<file path="config.mk">
export PLATFORM = sky130hd
export DESIGN_NAME = iou_blob_tracker
export DESIGN_NICKNAME = d
export VERILOG_FILES = /design/src/iou_bt_pkg.sv /design/src/iou_bt_table.sv /design/src/iou_bt_overlap.sv /design/src/iou_blob_tracker.sv
export VERILOG_INCLUDE_DIRS = /design/src /design/src/src
export SDC_FILE = /design/constraint.sdc
export NUM_CORES = 2
export LEC_CHECK = 0
export BUFFER_PORTS_ARGS = -buffer_cell sky130_fd_sc_hd__buf_2
export CORE_UTILIZATION = 55
export CTS_BUF_LIST = sky130_fd_sc_hd__clkbuf_4
export CTS_CLUSTER_SIZE = 30
export DETAILED_ROUTE_END_ITERATION = 10
export GPL_TIMING_DRIVEN = 1
export PLACE_DENSITY = 0.71
export SLEW_MARGIN = 20
export SYNTH_ARGS = -nofsm -noshare
export SYNTH_HDL_FRONTEND = slang
export SYNTH_SLANG_ARGS = --single-unit
</file>
<file path="constraint.sdc">
create_clock -name clk -period 26.4 [get_ports clk]
set_input_delay 5.28 -clock clk [delete_from_list [all_inputs] [get_ports clk]]
set_output_delay 5.28 -clock clk [all_outputs]
set_load 0.02 [all_outputs]
</file>
<file path="src/iou_blob_tracker_defines.svh">
// Assertion macros shared by the blob tracker RTL.
`ifndef IOU_BLOB_TRACKER_DEFINES_SVH
`define IOU_BLOB_TRACKER_DEFINES_SVH

// Same-cycle implication, checked on every rising edge outside reset.
`define IOU_BT_ASSERT_IMP(label, clock, resetn, ante, cons, msg) \
    label: assert property (@(posedge clock) disable iff (!resetn) (ante) |-> (cons)) \
        else $error(msg);

// Next-cycle implication, checked on every rising edge outside reset.
`define IOU_BT_ASSERT_NEXT(label, clock, resetn, ante, cons, msg) \
    label: assert property (@(posedge clock) disable iff (!resetn) (ante) |=> (cons)) \
        else $error(msg);

`endif

</file>
<file path="src/iou_bt_pkg.sv">
// Types, codes and fixed widths shared by the blob tracker modules.
package iou_bt_pkg;

    localparam int POS_BITS       = 12;
    localparam int SIZE_BITS      = 13;
    localparam int END_BITS       = 14;
    localparam int SEEN_BITS      = 16;
    localparam int BLOB_ID_BITS   = 16;
    localparam int TENTHS_BITS    = 4;
    localparam int LIMIT_BITS     = 16;
    localparam int CFG_DATA_BITS  = 16;
    localparam int CFG_INDEX_BITS = 1;
    localparam int KIND_BITS      = 3;
    localparam int PROD_BITS      = 28;
    localparam int CMP_BITS       = 32;

    localparam logic [SEEN_BITS-1:0] SEEN_MAX = '1;

    localparam logic [CFG_INDEX_BITS-1:0] CFG_OVERLAP_TENTHS = 1'b0;
    localparam logic [CFG_INDEX_BITS-1:0] CFG_PRUNE_LIMIT    = 1'b1;

    typedef enum logic [KIND_BITS-1:0] {
        KIND_MATCHED    = 3'd0,
        KIND_CREATED    = 3'd1,
        KIND_DROPPED    = 3'd2,
        KIND_ACTIVE     = 3'd3,
        KIND_FRAME_DONE = 3'd4
    } result_kind_t;

    typedef enum logic {
        REQ_RECT      = 1'b0,
        REQ_FRAME_END = 1'b1
    } req_type_t;

    typedef enum logic [1:0] {
        ST_IDLE,
        ST_SCAN,
        ST_FRAME,
        ST_CLOSE
    } state_t;

    typedef struct packed {
        logic [POS_BITS-1:0]  x;
        logic [POS_BITS-1:0]  y;
        logic [SIZE_BITS-1:0] w;
        logic [SIZE_BITS-1:0] h;
    } box_t;

    typedef struct packed {
        req_type_t            req_type;
        logic [POS_BITS-1:0]  rect_x;
        logic [POS_BITS-1:0]  rect_y;
        logic [SIZE_BITS-1:0] rect_w;
        logic [SIZE_BITS-1:0] rect_h;
    } in_item_t;

    typedef struct packed {
        result_kind_t            result_kind;
        logic [BLOB_ID_BITS-1:0] blob_id;
        logic [POS_BITS-1:0]     box_x;
        logic [POS_BITS-1:0]     box_y;
        logic [SIZE_BITS-1:0]    box_w;
        logic [SIZE_BITS-1:0]    box_h;
        logic [SIZE_BITS-1:0]    center_x;
        logic [SIZE_BITS-1:0]    center_y;
        logic [SEEN_BITS-1:0]    seen_count;
        logic                    last;
    } out_item_t;

endpackage

</file>
<file path="src/iou_bt_table.sv">
// Entry table memory: one write port and one registered read port.
module iou_bt_table #(
    parameter int DEPTH     = 32,
    parameter int IDX_BITS  = 5,
    parameter int WORD_BITS = 82
) (
    input  logic                 clk,
    input  logic                 wr_en,
    input  logic [IDX_BITS-1:0]  wr_addr,
    input  logic [WORD_BITS-1:0] wr_data,
    input  logic                 rd_en,
    input  logic [IDX_BITS-1:0]  rd_addr,
    output logic [WORD_BITS-1:0] rd_data
);

    logic [WORD_BITS-1:0] mem [DEPTH];
    logic [WORD_BITS-1:0] rd_data_reg;

    always_ff @(posedge clk)
    begin
        if (wr_en)
        begin
            mem[wr_addr] <= wr_data;
        end
        if (rd_en)
        begin
            rd_data_reg <= mem[rd_addr];
        end
    end

    assign rd_data = rd_data_reg;

endmodule

</file>
<file path="src/iou_bt_overlap.sv">
// Pipelined overlap test: intersection over bounding area against a threshold.
module iou_bt_overlap #(
    parameter int TAG_BITS = 8
) (
    input  logic                                 clk,
    input  logic                                 rst_n,
    input  logic                                 flush,
    input  logic                                 in_valid,
    input  logic [TAG_BITS-1:0]                  in_tag,
    input  iou_bt_pkg::box_t                     entry_box,
    input  iou_bt_pkg::box_t                     new_box,
    input  logic [iou_bt_pkg::TENTHS_BITS-1:0]   tenths,
    output logic                                 out_valid,
    output logic                                 out_match,
    output logic [TAG_BITS-1:0]                  out_tag
);

    import iou_bt_pkg::*;

    typedef struct packed {
        logic [POS_BITS-1:0]  ix1;
        logic [END_BITS-1:0]  ix2;
        logic [POS_BITS-1:0]  iy1;
        logic [END_BITS-1:0]  iy2;
        logic [POS_BITS-1:0]  ux1;
        logic [END_BITS-1:0]  ux2;
        logic [POS_BITS-1:0]  uy1;
        logic [END_BITS-1:0]  uy2;
        logic                 a_empty;
        logic                 b_empty;
        logic [SIZE_BITS-1:0] aw;
        logic [SIZE_BITS-1:0] ah;
        logic [SIZE_BITS-1:0] bw;
        logic [SIZE_BITS-1:0] bh;
        logic [TAG_BITS-1:0]  tag;
    } stage_a_t;

    typedef struct packed {
        logic [END_BITS-1:0] iw;
        logic [END_BITS-1:0] ih;
        logic [END_BITS-1:0] pw;
        logic [END_BITS-1:0] ph;
        logic [TAG_BITS-1:0] tag;
    } stage_b_t;

    typedef struct packed {
        logic [PROD_BITS-1:0] inter;
        logic [PROD_BITS-1:0] uni;
        logic [TAG_BITS-1:0]  tag;
    } stage_c_t;

    typedef struct packed {
        logic [CMP_BITS-1:0] inter10;
        logic [CMP_BITS-1:0] thr;
        logic                uni_zero;
        logic [TAG_BITS-1:0] tag;
    } stage_d_t;

    stage_a_t a_next, a_reg;
    stage_b_t b_next, b_reg;
    stage_c_t c_next, c_reg;
    stage_d_t d_next, d_reg;
    logic [3:0] valid_next, valid_reg;

    logic [END_BITS-1:0] a_end_x, a_end_y, b_end_x, b_end_y;
    logic [END_BITS-1:0] uw, uh;

    // Stage A: box right and bottom edges, corners of the overlap and the bounding box.
    always_comb
    begin
        a_end_x = END_BITS'(entry_box.x) + END_BITS'(entry_box.w);
        a_end_y = END_BITS'(entry_box.y) + END_BITS'(entry_box.h);
        b_end_x = END_BITS'(new_box.x) + END_BITS'(new_box.w);
        b_end_y = END_BITS'(new_box.y) + END_BITS'(new_box.h);
        a_next.ix1 = (entry_box.x > new_box.x) ? entry_box.x : new_box.x;
        a_next.iy1 = (entry_box.y > new_box.y) ? entry_box.y : new_box.y;
        a_next.ux1 = (entry_box.x < new_box.x) ? entry_box.x : new_box.x;
        a_next.uy1 = (entry_box.y < new_box.y) ? entry_box.y : new_box.y;
        a_next.ix2 = (a_end_x < b_end_x) ? a_end_x : b_end_x;
        a_next.iy2 = (a_end_y < b_end_y) ? a_end_y : b_end_y;
        a_next.ux2 = (a_end_x > b_end_x) ? a_end_x : b_end_x;
        a_next.uy2 = (a_end_y > b_end_y) ? a_end_y : b_end_y;
        a_next.a_empty = (entry_box.w == '0) || (entry_box.h == '0);
        a_next.b_empty = (new_box.w == '0) || (new_box.h == '0);
        a_next.aw = entry_box.w;
        a_next.ah = entry_box.h;
        a_next.bw = new_box.w;
        a_next.bh = new_box.h;
        a_next.tag = in_tag;
    end

    // Stage B: side lengths. An empty box leaves the other box as the bounding area.
    always_comb
    begin
        uw = a_reg.ux2 - END_BITS'(a_reg.ux1);
        uh = a_reg.uy2 - END_BITS'(a_reg.uy1);
        b_next.iw = (a_reg.ix2 > END_BITS'(a_reg.ix1)) ? (a_reg.ix2 - END_BITS'(a_reg.ix1)) : '0;
        b_next.ih = (a_reg.iy2 > END_BITS'(a_reg.iy1)) ? (a_reg.iy2 - END_BITS'(a_reg.iy1)) : '0;
        priority if (a_reg.a_empty)
        begin
            b_next.pw = END_BITS'(a_reg.bw);
            b_next.ph = END_BITS'(a_reg.bh);
        end
        else if (a_reg.b_empty)
        begin
            b_next.pw = END_BITS'(a_reg.aw);
            b_next.ph = END_BITS'(a_reg.ah);
        end
        else
        begin
            b_next.pw = uw;
            b_next.ph = uh;
        end
        b_next.tag = a_reg.tag;
    end

    // Stage C: the two areas.
    always_comb
    begin
        c_next.inter = PROD_BITS'(b_reg.iw) * PROD_BITS'(b_reg.ih);
        c_next.uni   = PROD_BITS'(b_reg.pw) * PROD_BITS'(b_reg.ph);
        c_next.tag   = b_reg.tag;
    end

    // Stage D: cross-multiplied sides of the ratio compare.
    always_comb
    begin
        d_next.inter10  = (CMP_BITS'(c_reg.inter) << 3) + (CMP_BITS'(c_reg.inter) << 1);
        d_next.thr      = CMP_BITS'(tenths) * CMP_BITS'(c_reg.uni);
        d_next.uni_zero = (c_reg.uni == '0);
        d_next.tag      = c_reg.tag;
    end

    assign valid_next = flush ? 4'b0000 : {valid_reg[2:0], in_valid};

    always_ff @(posedge clk or negedge rst_n)
    begin
        if (!rst_n)
        begin
            valid_reg <= '0;
        end
        else
        begin
            valid_reg <= valid_next;
        end
    end

    always_ff @(posedge clk)
    begin
        a_reg <= a_next;
        b_reg <= b_next;
        c_reg <= c_next;
        d_reg <= d_next;
    end

    assign out_valid = valid_reg[3];
    assign out_match = !d_reg.uni_zero && (d_reg.inter10 > d_reg.thr);
    assign out_tag   = d_reg.tag;

endmodule

</file>
<file path="src/iou_blob_tracker.sv">
// Blob tracker top level: sequencer, entry table and the shared overlap pipeline.
// Rectangle: N stored entries are read one per cycle into a four-stage overlap pipeline;
// a hit ends the scan with a match; a miss after the last entry (at once if empty) creates or drops.
// End of frame: one table pass of N reads, then the frame done transfer (also if empty).
// The table read port and the single overlap pipeline serve every entry; one item at a time.
// Reset clears the entry count, active marks and sequencer, sets the id counter to one.
`include "iou_blob_tracker_defines.svh"

module iou_blob_tracker #(
    parameter int TABLE_DEPTH = 32,
    parameter int IDENT_BITS  = 16
) (
    input  logic                                   clk,
    input  logic                                   rst_n,
    input  logic                                   start,
    output logic                                   busy,
    input  iou_bt_pkg::in_item_t                   req,
    input  logic                                   cfg_write,
    input  logic [iou_bt_pkg::CFG_INDEX_BITS-1:0]  cfg_index,
    input  logic [iou_bt_pkg::CFG_DATA_BITS-1:0]   cfg_data,
    output logic                                   result_valid,
    output iou_bt_pkg::out_item_t                  result
);

    import iou_bt_pkg::*;

    localparam int IDX_BITS = (TABLE_DEPTH > 1) ? $clog2(TABLE_DEPTH) : 1;
    localparam int CNT_BITS = $clog2(TABLE_DEPTH + 1);

    // One stored table entry.
    typedef struct packed {
        logic [IDENT_BITS-1:0] ident;
        logic [SEEN_BITS-1:0]  seen;
        box_t                  box;
    } entry_t;

    // What travels with an entry through the overlap pipeline.
    typedef struct packed {
        logic [IDX_BITS-1:0]   idx;
        logic [IDENT_BITS-1:0] ident;
        logic [SEEN_BITS-1:0]  seen;
    } tag_t;

    localparam int WORD_BITS = $bits(entry_t);
    localparam int TAG_BITS  = $bits(tag_t);

    // Sequencer state and control registers.
    state_t                   state_reg, state_next;
    logic [CNT_BITS-1:0]      issue_reg, issue_next;
    logic [CNT_BITS-1:0]      kept_reg, kept_next;
    logic [CNT_BITS-1:0]      total_reg, total_next;
    logic [IDENT_BITS-1:0]    next_ident_reg, next_ident_next;
    logic [TABLE_DEPTH-1:0]   active_reg, active_next;
    logic                     rd_valid_reg, rd_valid_next;
    logic                     result_valid_reg, result_valid_next;
    logic [TENTHS_BITS-1:0]   overlap_tenths_reg;
    logic [LIMIT_BITS-1:0]    prune_limit_reg;

    // Payload registers.
    box_t                     rect_reg, rect_next;
    logic [IDX_BITS-1:0]      rd_idx_reg, rd_idx_next;
    out_item_t                result_reg, result_next;

    // Table port signals.
    logic                     mem_wr_en;
    logic [IDX_BITS-1:0]      mem_wr_addr;
    entry_t                   mem_wr_data;
    logic                     mem_rd_en;
    logic [WORD_BITS-1:0]     mem_rd_word;
    entry_t                   rd_entry;

    // Overlap pipeline signals.
    tag_t                     ov_in_tag;
    logic                     ov_valid;
    logic                     ov_match;
    logic [TAG_BITS-1:0]      ov_tag_bits;
    tag_t                     ov_tag;
    logic                     ov_flush;

    // Decision helpers.
    logic                     scan_hit;
    logic                     scan_miss;
    logic                     entry_act;
    logic                     entry_keep;
    logic [SEEN_BITS-1:0]     seen_inc;

    // Builds one result transfer; the center is the left or top edge plus half the size.
    function automatic out_item_t make_result(
        result_kind_t          kind,
        logic [IDENT_BITS-1:0] ident,
        box_t                  b,
        logic [SEEN_BITS-1:0]  seen,
        logic                  is_last
    );
        out_item_t   r;
        logic [31:0] id_wide;
        id_wide      = 32'(ident);
        r.result_kind = kind;
        r.blob_id    = id_wide[BLOB_ID_BITS-1:0];
        r.box_x      = b.x;
        r.box_y      = b.y;
        r.box_w      = b.w;
        r.box_h      = b.h;
        r.center_x   = SIZE_BITS'(b.x) + SIZE_BITS'(b.w >> 1);
        r.center_y   = SIZE_BITS'(b.y) + SIZE_BITS'(b.h >> 1);
        r.seen_count = seen;
        r.last       = is_last;
        return r;
    endfunction

    // The entry table. A read issued in one cycle returns its entry in the next.
    iou_bt_table #(
        .DEPTH     (TABLE_DEPTH),
        .IDX_BITS  (IDX_BITS),
        .WORD_BITS (WORD_BITS)
    ) u_table (
        .clk     (clk),
        .wr_en   (mem_wr_en),
        .wr_addr (mem_wr_addr),
        .wr_data (mem_wr_data),
        .rd_en   (mem_rd_en),
        .rd_addr (issue_reg[IDX_BITS-1:0]),
        .rd_data (mem_rd_word)
    );

    assign rd_entry = entry_t'(mem_rd_word);

    // The overlap pipeline takes every entry that the table returns during a scan.
    assign ov_in_tag.idx   = rd_idx_reg;
    assign ov_in_tag.ident = rd_entry.ident;
    assign ov_in_tag.seen  = rd_entry.seen;

    iou_bt_overlap #(
        .TAG_BITS (TAG_BITS)
    ) u_overlap (
        .clk       (clk),
        .rst_n     (rst_n),
        .flush     (ov_flush),
        .in_valid  (rd_valid_reg && (state_reg == ST_SCAN)),
        .in_tag    (ov_in_tag),
        .entry_box (rd_entry.box),
        .new_box   (rect_reg),
        .tenths    (overlap_tenths_reg),
        .out_valid (ov_valid),
        .out_match (ov_match),
        .out_tag   (ov_tag_bits)
    );

    assign ov_tag = tag_t'(ov_tag_bits);

    // Results leave the pipeline in table order, so the first hit is the one to take.
    // The scan misses once the last stored entry has come back without a hit, or at once if the table is empty.
    assign scan_hit  = (state_reg == ST_SCAN) && ov_valid && ov_match;
    assign scan_miss = (state_reg == ST_SCAN)
                       && ((total_reg == '0)
                           || (ov_valid && !ov_match
                               && (CNT_BITS'(ov_tag.idx) + CNT_BITS'(1) == total_reg)));
    assign seen_inc  = (ov_tag.seen == SEEN_MAX) ? ov_tag.seen : ov_tag.seen + SEEN_BITS'(1);

    // During the frame pass an entry stays unless it is inactive and stale.
    assign entry_act  = active_reg[rd_idx_reg];
    assign entry_keep = entry_act || (rd_entry.seen <= prune_limit_reg);

    always_comb
    begin
        state_next        = state_reg;
        issue_next        = issue_reg;
        kept_next         = kept_reg;
        total_next        = total_reg;
        next_ident_next   = next_ident_reg;
        active_next       = active_reg;
        rect_next         = rect_reg;
        rd_valid_next     = 1'b0;
        rd_idx_next       = rd_idx_reg;
        result_next       = result_reg;
        result_valid_next = 1'b0;
        mem_wr_en         = 1'b0;
        mem_wr_addr       = kept_reg[IDX_BITS-1:0];
        mem_wr_data       = rd_entry;
        mem_rd_en         = 1'b0;
        ov_flush          = 1'b0;

        unique case (state_reg)
            ST_IDLE:
            begin
                if (start)
                begin
                    rect_next.x = req.rect_x;
                    rect_next.y = req.rect_y;
                    rect_next.w = req.rect_w;
                    rect_next.h = req.rect_h;
                    issue_next  = '0;
                    kept_next   = '0;
                    state_next  = (req.req_type == REQ_RECT) ? ST_SCAN : ST_FRAME;
                end
            end

            ST_SCAN:
            begin
                if (scan_hit)
                begin
                    // Matched entry takes the new box; entries still in flight are dropped.
                    ov_flush              = 1'b1;
                    mem_wr_en             = 1'b1;
                    mem_wr_addr           = ov_tag.idx;
                    mem_wr_data.ident     = ov_tag.ident;
                    mem_wr_data.seen      = seen_inc;
                    mem_wr_data.box       = rect_reg;
                    active_next[ov_tag.idx] = 1'b1;
                    result_next           = make_result(KIND_MATCHED, ov_tag.ident, rect_reg,
                                                        seen_inc, 1'b1);
                    result_valid_next     = 1'b1;
                    state_next            = ST_IDLE;
                end
                else if (scan_miss)
                begin
                    if (total_reg == CNT_BITS'(TABLE_DEPTH))
                    begin
                        result_next = make_result(KIND_DROPPED, '0, rect_reg, '0, 1'b1);
                    end
                    else
                    begin
                        mem_wr_en         = 1'b1;
                        mem_wr_addr       = total_reg[IDX_BITS-1:0];
                        mem_wr_data.ident = next_ident_reg;
                        mem_wr_data.seen  = SEEN_BITS'(1);
                        mem_wr_data.box   = rect_reg;
                        active_next[total_reg[IDX_BITS-1:0]] = 1'b1;
                        total_next        = total_reg + CNT_BITS'(1);
                        next_ident_next   = next_ident_reg + IDENT_BITS'(1);
                        result_next       = make_result(KIND_CREATED, next_ident_reg, rect_reg,
                                                        SEEN_BITS'(1), 1'b1);
                    end
                    result_valid_next = 1'b1;
                    state_next        = ST_IDLE;
                end
                else if (issue_reg < total_reg)
                begin
                    mem_rd_en     = 1'b1;
                    rd_valid_next = 1'b1;
                    rd_idx_next   = issue_reg[IDX_BITS-1:0];
                    issue_next    = issue_reg + CNT_BITS'(1);
                end
            end

            ST_FRAME:
            begin
                // Kept entries slide down to the next free slot; the write never passes
                // the read position, so no entry is overwritten before it is read.
                if (rd_valid_reg && entry_keep)
                begin
                    mem_wr_en   = 1'b1;
                    mem_wr_addr = kept_reg[IDX_BITS-1:0];
                    mem_wr_data = rd_entry;
                    kept_next   = kept_reg + CNT_BITS'(1);
                    if (entry_act)
                    begin
                        result_next       = make_result(KIND_ACTIVE, rd_entry.ident, rd_entry.box,
                                                        rd_entry.seen, 1'b0);
                        result_valid_next = 1'b1;
                    end
                end
                if (issue_reg < total_reg)
                begin
                    mem_rd_en     = 1'b1;
                    rd_valid_next = 1'b1;
                    rd_idx_next   = issue_reg[IDX_BITS-1:0];
                    issue_next    = issue_reg + CNT_BITS'(1);
                end
                else if (!rd_valid_reg)
                begin
                    state_next = ST_CLOSE;
                end
            end

            ST_CLOSE:
            begin
                total_next             = kept_reg;
                active_next            = '0;
                result_next            = '0;
                result_next.result_kind = KIND_FRAME_DONE;
                result_next.last       = 1'b1;
                result_valid_next      = 1'b1;
                state_next             = ST_IDLE;
            end
        endcase
    end

    always_ff @(posedge clk or negedge rst_n)
    begin
        if (!rst_n)
        begin
            state_reg <= ST_IDLE;
        end
        else
        begin
            state_reg <= state_next;
        end
    end

    always_ff @(posedge clk or negedge rst_n)
    begin
        if (!rst_n)
        begin
            issue_reg        <= '0;
            kept_reg         <= '0;
            total_reg        <= '0;
            next_ident_reg   <= IDENT_BITS'(1);
            active_reg       <= '0;
            rd_valid_reg     <= 1'b0;
            result_valid_reg <= 1'b0;
        end
        else
        begin
            issue_reg        <= issue_next;
            kept_reg         <= kept_next;
            total_reg        <= total_next;
            next_ident_reg   <= next_ident_next;
            active_reg       <= active_next;
            rd_valid_reg     <= rd_valid_next;
            result_valid_reg <= result_valid_next;
        end
    end

    always_ff @(posedge clk)
    begin
        rect_reg   <= rect_next;
        rd_idx_reg <= rd_idx_next;
        result_reg <= result_next;
    end

    // Configuration registers take a write in the cycle it is presented.
    always_ff @(posedge clk or negedge rst_n)
    begin
        if (!rst_n)
        begin
            overlap_tenths_reg <= TENTHS_BITS'(3);
            prune_limit_reg    <= LIMIT_BITS'(30);
        end
        else if (cfg_write)
        begin
            unique case (cfg_index)
                CFG_OVERLAP_TENTHS: overlap_tenths_reg <= cfg_data[TENTHS_BITS-1:0];
                CFG_PRUNE_LIMIT:    prune_limit_reg    <= cfg_data[LIMIT_BITS-1:0];
            endcase
        end
    end

    assign busy         = (state_reg != ST_IDLE);
    assign result_valid = result_valid_reg;
    assign result       = result_reg;

    // The entry count never grows past the table.
    `IOU_BT_ASSERT_IMP(a_total_bounded, clk, rst_n, 1'b1,
        total_reg <= CNT_BITS'(TABLE_DEPTH), "entry count exceeds table depth")
    // A frame-done transfer leaves no entry marked active.
    `IOU_BT_ASSERT_IMP(a_frame_clears_active, clk, rst_n,
        result_valid_reg && (result_reg.result_kind == KIND_FRAME_DONE),
        active_reg == '0, "active marks survive frame end")
    // An accepted item makes the block busy in the next cycle.
    `IOU_BT_ASSERT_NEXT(a_start_busy, clk, rst_n, start && !busy, busy,
        "accepted item did not start work")
    // The final transfer of an item finds the sequencer back at idle.
    `IOU_BT_ASSERT_IMP(a_last_idle, clk, rst_n, result_valid_reg && result_reg.last, !busy,
        "final transfer while still busy")

endmodule

</file>
Yosys cells after proc, flatten, opt, wreduce, memory -nomap -nowiden

Memory sizes are Yosys's and may differ from the RTL's. A register that Yosys moved wholly into a read port is not among the register bits.
Cells that the tools add are included.

Register bits: 744
Bits in writable memories: 2624
Input port bits: 72
Output and inout bits: 114
Logic and storage cells: 235
Memories kept: 1

Memory list:

| name        | words | bits a word | read ports | clocked after memory_dff | write ports | RTL line           | source |
|---|---|---|---|---|---|---|---|
| u_table.mem | 32    | 82          | 1          | 1                        | 1           | iou_bt_table.sv:16 | `logic [WORD_BITS-1:0] mem [DEPTH];` |

$add $sub $neg: 19
$mul: 3
Order comparisons: 18
Equality and inequality tests: 17
Muxes and demuxes: 76
Bitwise gates (word level): 5
Reductions and logical operators: 41

Operators with widths:

| operator                                                        | number |
|---|---|
| 112-bit 2-to-1 mux                                              | 4 |
| 112-bit case mux with 3 select lines                            | 1 |
| 82-bit 2-to-1 mux                                               | 4 |
| 111-bit 2-to-1 mux                                              | 1 |
| 32-bit 2-to-1 mux                                               | 3 |
| 32-bit OR                                                       | 2 |
| 32-bit case mux with 2 select lines                             | 1 |
| 12-bit by 13-bit adder with 14-bit output                       | 4 |
| 14-bit by 14-bit multiplier with 28-bit output                  | 2 |
| 14-bit 2-to-1 mux                                               | 4 |
| 14-bit by 12-bit subtractor with 14-bit output                  | 4 |
| 27-bit 2-to-1 mux                                               | 2 |
| 12-bit by 12-bit adder with 13-bit output                       | 4 |
| 13-bit logical NOT                                              | 4 |
| 12-bit 2-to-1 mux                                               | 4 |
| 6-bit 2-to-1 mux                                                | 8 |
| 5-bit 2-to-1 mux                                                | 7 |
| 16-bit by 1-bit adder with 16-bit output, second input constant | 2 |
| 31-bit by 29-bit adder with 32-bit output                       | 1 |
| 32-bit > comparator                                             | 1 |
| 4-bit by 28-bit multiplier with 32-bit output                   | 1 |
| 14-bit by 12-bit > comparator with 1-bit output                 | 2 |
| 14-bit > comparator                                             | 2 |
| 28-bit logical NOT                                              | 1 |
| other kinds (40)                                                | 110 |

Depth between registers and ports, before layout

Word-level depth: 12
Gate-level depth with buffers: 24

Modules after synthesis

From an unflattened synthesis, not the netlist that was laid out.

Cell total of the unflattened synthesis: 10185
Area, all modules: 153958.9 µm²

By module, submodules not included:

| module           | instances | cells each | area each (µm²) | sequential area each (µm²) |
|---|---|---|---|---|
| iou_bt_table     | 1         | 4814       | 102198.0        | 81257.9 |
| iou_bt_overlap   | 1         | 3906       | 36344.9         | 9749.4 |
| iou_blob_tracker | 1         | 1465       | 15416.0         | 7275.7 |

Least setup slack after synthesis

No wires, ideal clock.

Path kind: register to register
From: reg u_overlap.d_reg[67] in the netlist's numbering
To: mem u_table.mem[2][0] (enable)
Library setup time: 0.623 ns
Arrival: 8.167 ns
Required time: 25.777 ns
Setup slack: 17.610 ns
Cell stages (with the launch flop): 13
Buffers on the path: 1
Clock period less this slack: 8.790 ns
Cells stage by stage: dfxtp_1 inv_1 ha_1 nand4_2 nor4_4 a31oi_1 nand2_1 a2bb2oi_2 buf_6 a2111oi_0 or3_1 nand4_4 nor3_1

Word-level cells in the longest chain between the ends: 12
Elaborated cells on any way between the ends: 16
Those cells by class: 1 x order compare; 8 x mux; 7 x reduce/logical

Ends and longest elaborated chain:

| what                                   | RTL line                | source |
|---|---|---|
| from (decl)                            | iou_bt_overlap.sv:62    | `stage_d_t d_next, d_reg;` |
| from (signal assigned)                 | iou_bt_overlap.sv:153   | `d_reg <= d_next;` |
| 32-bit > comparator (*)                | iou_bt_overlap.sv:157   | `assign out_match = !d_reg.uni_zero && (d_reg.inter10 > d_reg.thr);` |
| 1-bit logical AND (*)                  | iou_bt_overlap.sv:157   |  |
| 1-bit logical NOT                      | iou_blob_tracker.sv:156 | `\|\| (ov_valid && !ov_match` |
| 1-bit logical AND                      | iou_blob_tracker.sv:156 |  |
| 1-bit logical AND                      | iou_blob_tracker.sv:157 | `&& (CNT_BITS'(ov_tag.idx) + CNT_BITS'(1) == total_reg)));` |
| 1-bit logical OR                       | iou_blob_tracker.sv:156 |  |
| 1-bit logical AND                      | iou_blob_tracker.sv:155 | `&& ((total_reg == '0)` |
| 1-bit 2-to-1 mux                       | iou_blob_tracker.sv:215 | `else if (scan_miss)` |
| 1-bit 2-to-1 mux                       | iou_blob_tracker.sv:200 | `if (scan_hit)` |
| 1-bit case mux with 2 select lines     | iou_blob_tracker.sv:183 | `unique case (state_reg)` |
| 1-bit 2-to-1 mux                       | iou_bt_table.sv:21      | `if (wr_en)` |
| 1-bit 2-to-1 mux (implied by the code) | iou_bt_table.sv:23      | `mem[wr_addr] <= wr_data;` |
| to (decl)                              | iou_bt_table.sv:16      |  |

Mark *: on every way between the ends. The rest lies on a longest branch, timed or not.

Worst setup path in the final report

From: reg state_reg[1]
To: out busy

Word-level cells in the longest chain between the ends: 1

Ends and longest elaborated chain:

| what                   | RTL line                | source |
|---|---|---|
| from (decl)            | iou_blob_tracker.sv:48  | `state_t state_reg, state_next;` |
| from (signal assigned) | iou_blob_tracker.sv:297 | `state_reg <= state_next;` |
| 2-bit nonzero test     | iou_blob_tracker.sv:349 | `assign busy = (state_reg != ST_IDLE);` |
| to (decl)              | iou_blob_tracker.sv:16  | `output logic busy,` |

Every way passes these cells.

==> out/metrics.cfg <==
[run_status]
outcome = finished, final reports clean

[final_layout]
largest_reg_flops = 2624
nets = 10853
seqCellArea_um2 = 98300
syn2layout_area_growth_pct = 11.1
layout_commonest_cell = edfxtp_1
final_cell_mix = edfxtp_1, clkbuf_4, mux4_2, inv_1, nand2_1
multi_input_area_um2 = 50900
fillers = 19969
drive_above_1_share_pct = 27.1

[timing]
hold_viol_final = 0
fmax_mhz = 122
slew_viol_final = 0
layout_min_cycle_time_ns = 8.19
finalCritPeriodShare_pct = 31.0
hold-worst-slack_ns = 0.286
tightest_slew_ns = 1.19
skew_ns = 0.145
relSlewSlack_pct = 20.8
rsz0062_at_grt = no
setup_viol_count_final = 0
tns_ns = 0

[synthesis]
netlist.area_leader.share_pct = 56.6
synth_area_per_cell_um2 = 16.8
ys.flop_type = edfxtp_1
yosysTopAreaCell = edfxtp_1
syn-num-nets = 10026
synth_edf_count = 2873
yosysWarnings = 0
syn-cell-area_um2 = 153000
synthDistinctLibCells = 99
synth_cells = 9095
synth_area_leaders = edfxtp_1, mux4_2, dfxtp_1
yosysSeqAreaShare_pct = 64.4
synth_seq_cells = 3449
ys_async_sr_fraction_pct = 2.73

[worst_setup_path]
critPathCaptureType = output port
crit-reg2reg-launch = u_overlap.b_reg[70]
path_common_cell = inv_1
crit_buf_inv = 3
cp-endpoint = busy
arrival_ns = 2.91
crit_type = reg2out
ff2ff_path_depth = 20
required_ns = 21.12
regToRegEndpoint = u_overlap.c_reg[91]
worst-path-max-fanout = 6
cp_slowest_cell = dfrtp_1
critPathLaunchType = flip-flop
critPathLaunch = state_reg[1]
r2r_slack_ns = 19.24
critical-path-max-stage-delay_ns = 0.47
crit_family = buffers and inverters
cp.depth = 4
path_cells = inv_1, ha_1, inv_1, buf_2

[clock_tree]
cts.clk_slew.worst_paths_ns = 0.07
cts.repair.resized = 0
cts_tree = done
htree_levels = 6
clock_latency_ns = 1.61
cts_post_setup_buffers_inserted = 0
cts-hold-fix-buffers = 0
cts_buffers = 823
clockBufferDepth = 4
root_buffer = clkbuf_4
cts_sinks = 3449

[floorplanning]
num_rows = 192
ios = 186
die_h_um = 529
start_util_pct = 55.5
die_x_um = 529
core_um2 = 275000
die-area_um2 = 279000

[hold_path]
hold_class = reg2reg

[route]
vias = 88664
drt_iter0_drc = 10259
wl_per_cell_um = 29.0
vias_per_cell = 6.21
detail-route-antenna-nets = 0
drcViolationCount = 0
wl_um = 414000
firstDrtPassIters = 6

[placed_design]
dpl.hpwl_um = 249000
gp_congestion = 0.951
port-buffer-count = 185

[global_route]
grt_antenna_before_repair = 38
track_usage_pct = 29.7
gr-total-overflow = 0
grt_pass1_vias = 89842
grt_first_pass_wirelength_um = 598000
grt_max_degree = 151

[job]
max_cap_violations = 0

per-layer routing:
metal,routed length (µm),vias up,GRT usage (%)
li1,-,37019,-
met1,157000,45810,40.0
met2,198000,5027,47.3
met3,41900,792,6.41
met4,16300,16,12.1
met5,101,-,0
cell usage after synthesis (35+ instances only):
cell type,instances
o21ai_0,252
dfrtp_1,87
mux2_2,217
and2_1,253
mux4_2,830
fa_1,347
nor3_1,88
nand2_1,608
clkbuf_1,290
a22o_1,42
nand3_1,86
a21o_1,104
a21oi_1,201
ha_1,512
and3_1,55
buf_1,63
xnor2_1,150
nand4_1,36
xor2_1,65
a221oi_1,36
edfxtp_1,2873
nor2b_1,37
o21bai_1,35
inv_1,638
nor2_1,213
dfxtp_1,482
area by class of cell:
type                    count  share of cell area, %
inverters                 639                   1.42
multi-input cells        4625                   30.0
diodes                     13                 0.0192
well taps                3686                   2.72
clock inverters           250                  0.894
repair buffers            384                   1.47
flip-flops and latches   3449                   58.0
clock buffers            1224                   5.42
per-stage QoR:
stage	worst slack, ns	cell area [µm²]	std cells	util, %
3_5_place_dp	19.48	159000	12783	57.7
6_report	18.21	169000	14270	61.7
4_1_cts	18.08	169000	14257	61.6
5_1_grt	18.09	169000	14265	61.7
3_3_place_gp	19.68	159000	12783	57.7
2_1_floorplan	17.61	153000	9095	-
kinds of logic (layout without fill, tap and decap cells):
logic type,count (synthesis),after routing,share of synthesized area [%]
and+or+nand+nor,1519,1519,4.85
AOI/OAI and AO/OA,965,965,4.18
DFF,3449,3449,64.4
other,0,13,0
xor gates and xnor gates,215,215,1.23
adders and majority gates,859,859,8.76
muxes,1067,1067,14.0
buffers and inverters,1021,2497,2.55
worst min path at each step:
stage                        startpoint                  end  slack, ns  cells past startpoint
finish              u_overlap.b_reg[30]  u_overlap.c_reg[30]       0.29                      0
global route        u_overlap.b_reg[30]  u_overlap.c_reg[30]       0.27                      0
CTS                 u_overlap.b_reg[30]  u_overlap.c_reg[30]       0.29                      0
detailed placement  u_overlap.a_reg[17]  u_overlap.b_reg[17]       0.31                      0
global placement     u_overlap.a_reg[6]   u_overlap.b_reg[6]       0.31                      0
floorplan            u_overlap.a_reg[0]   u_overlap.b_reg[0]       0.31                      0
Power is not shown: default switching activity piles up to over one toggle a cycle in this logic, so the estimate is an artifact.
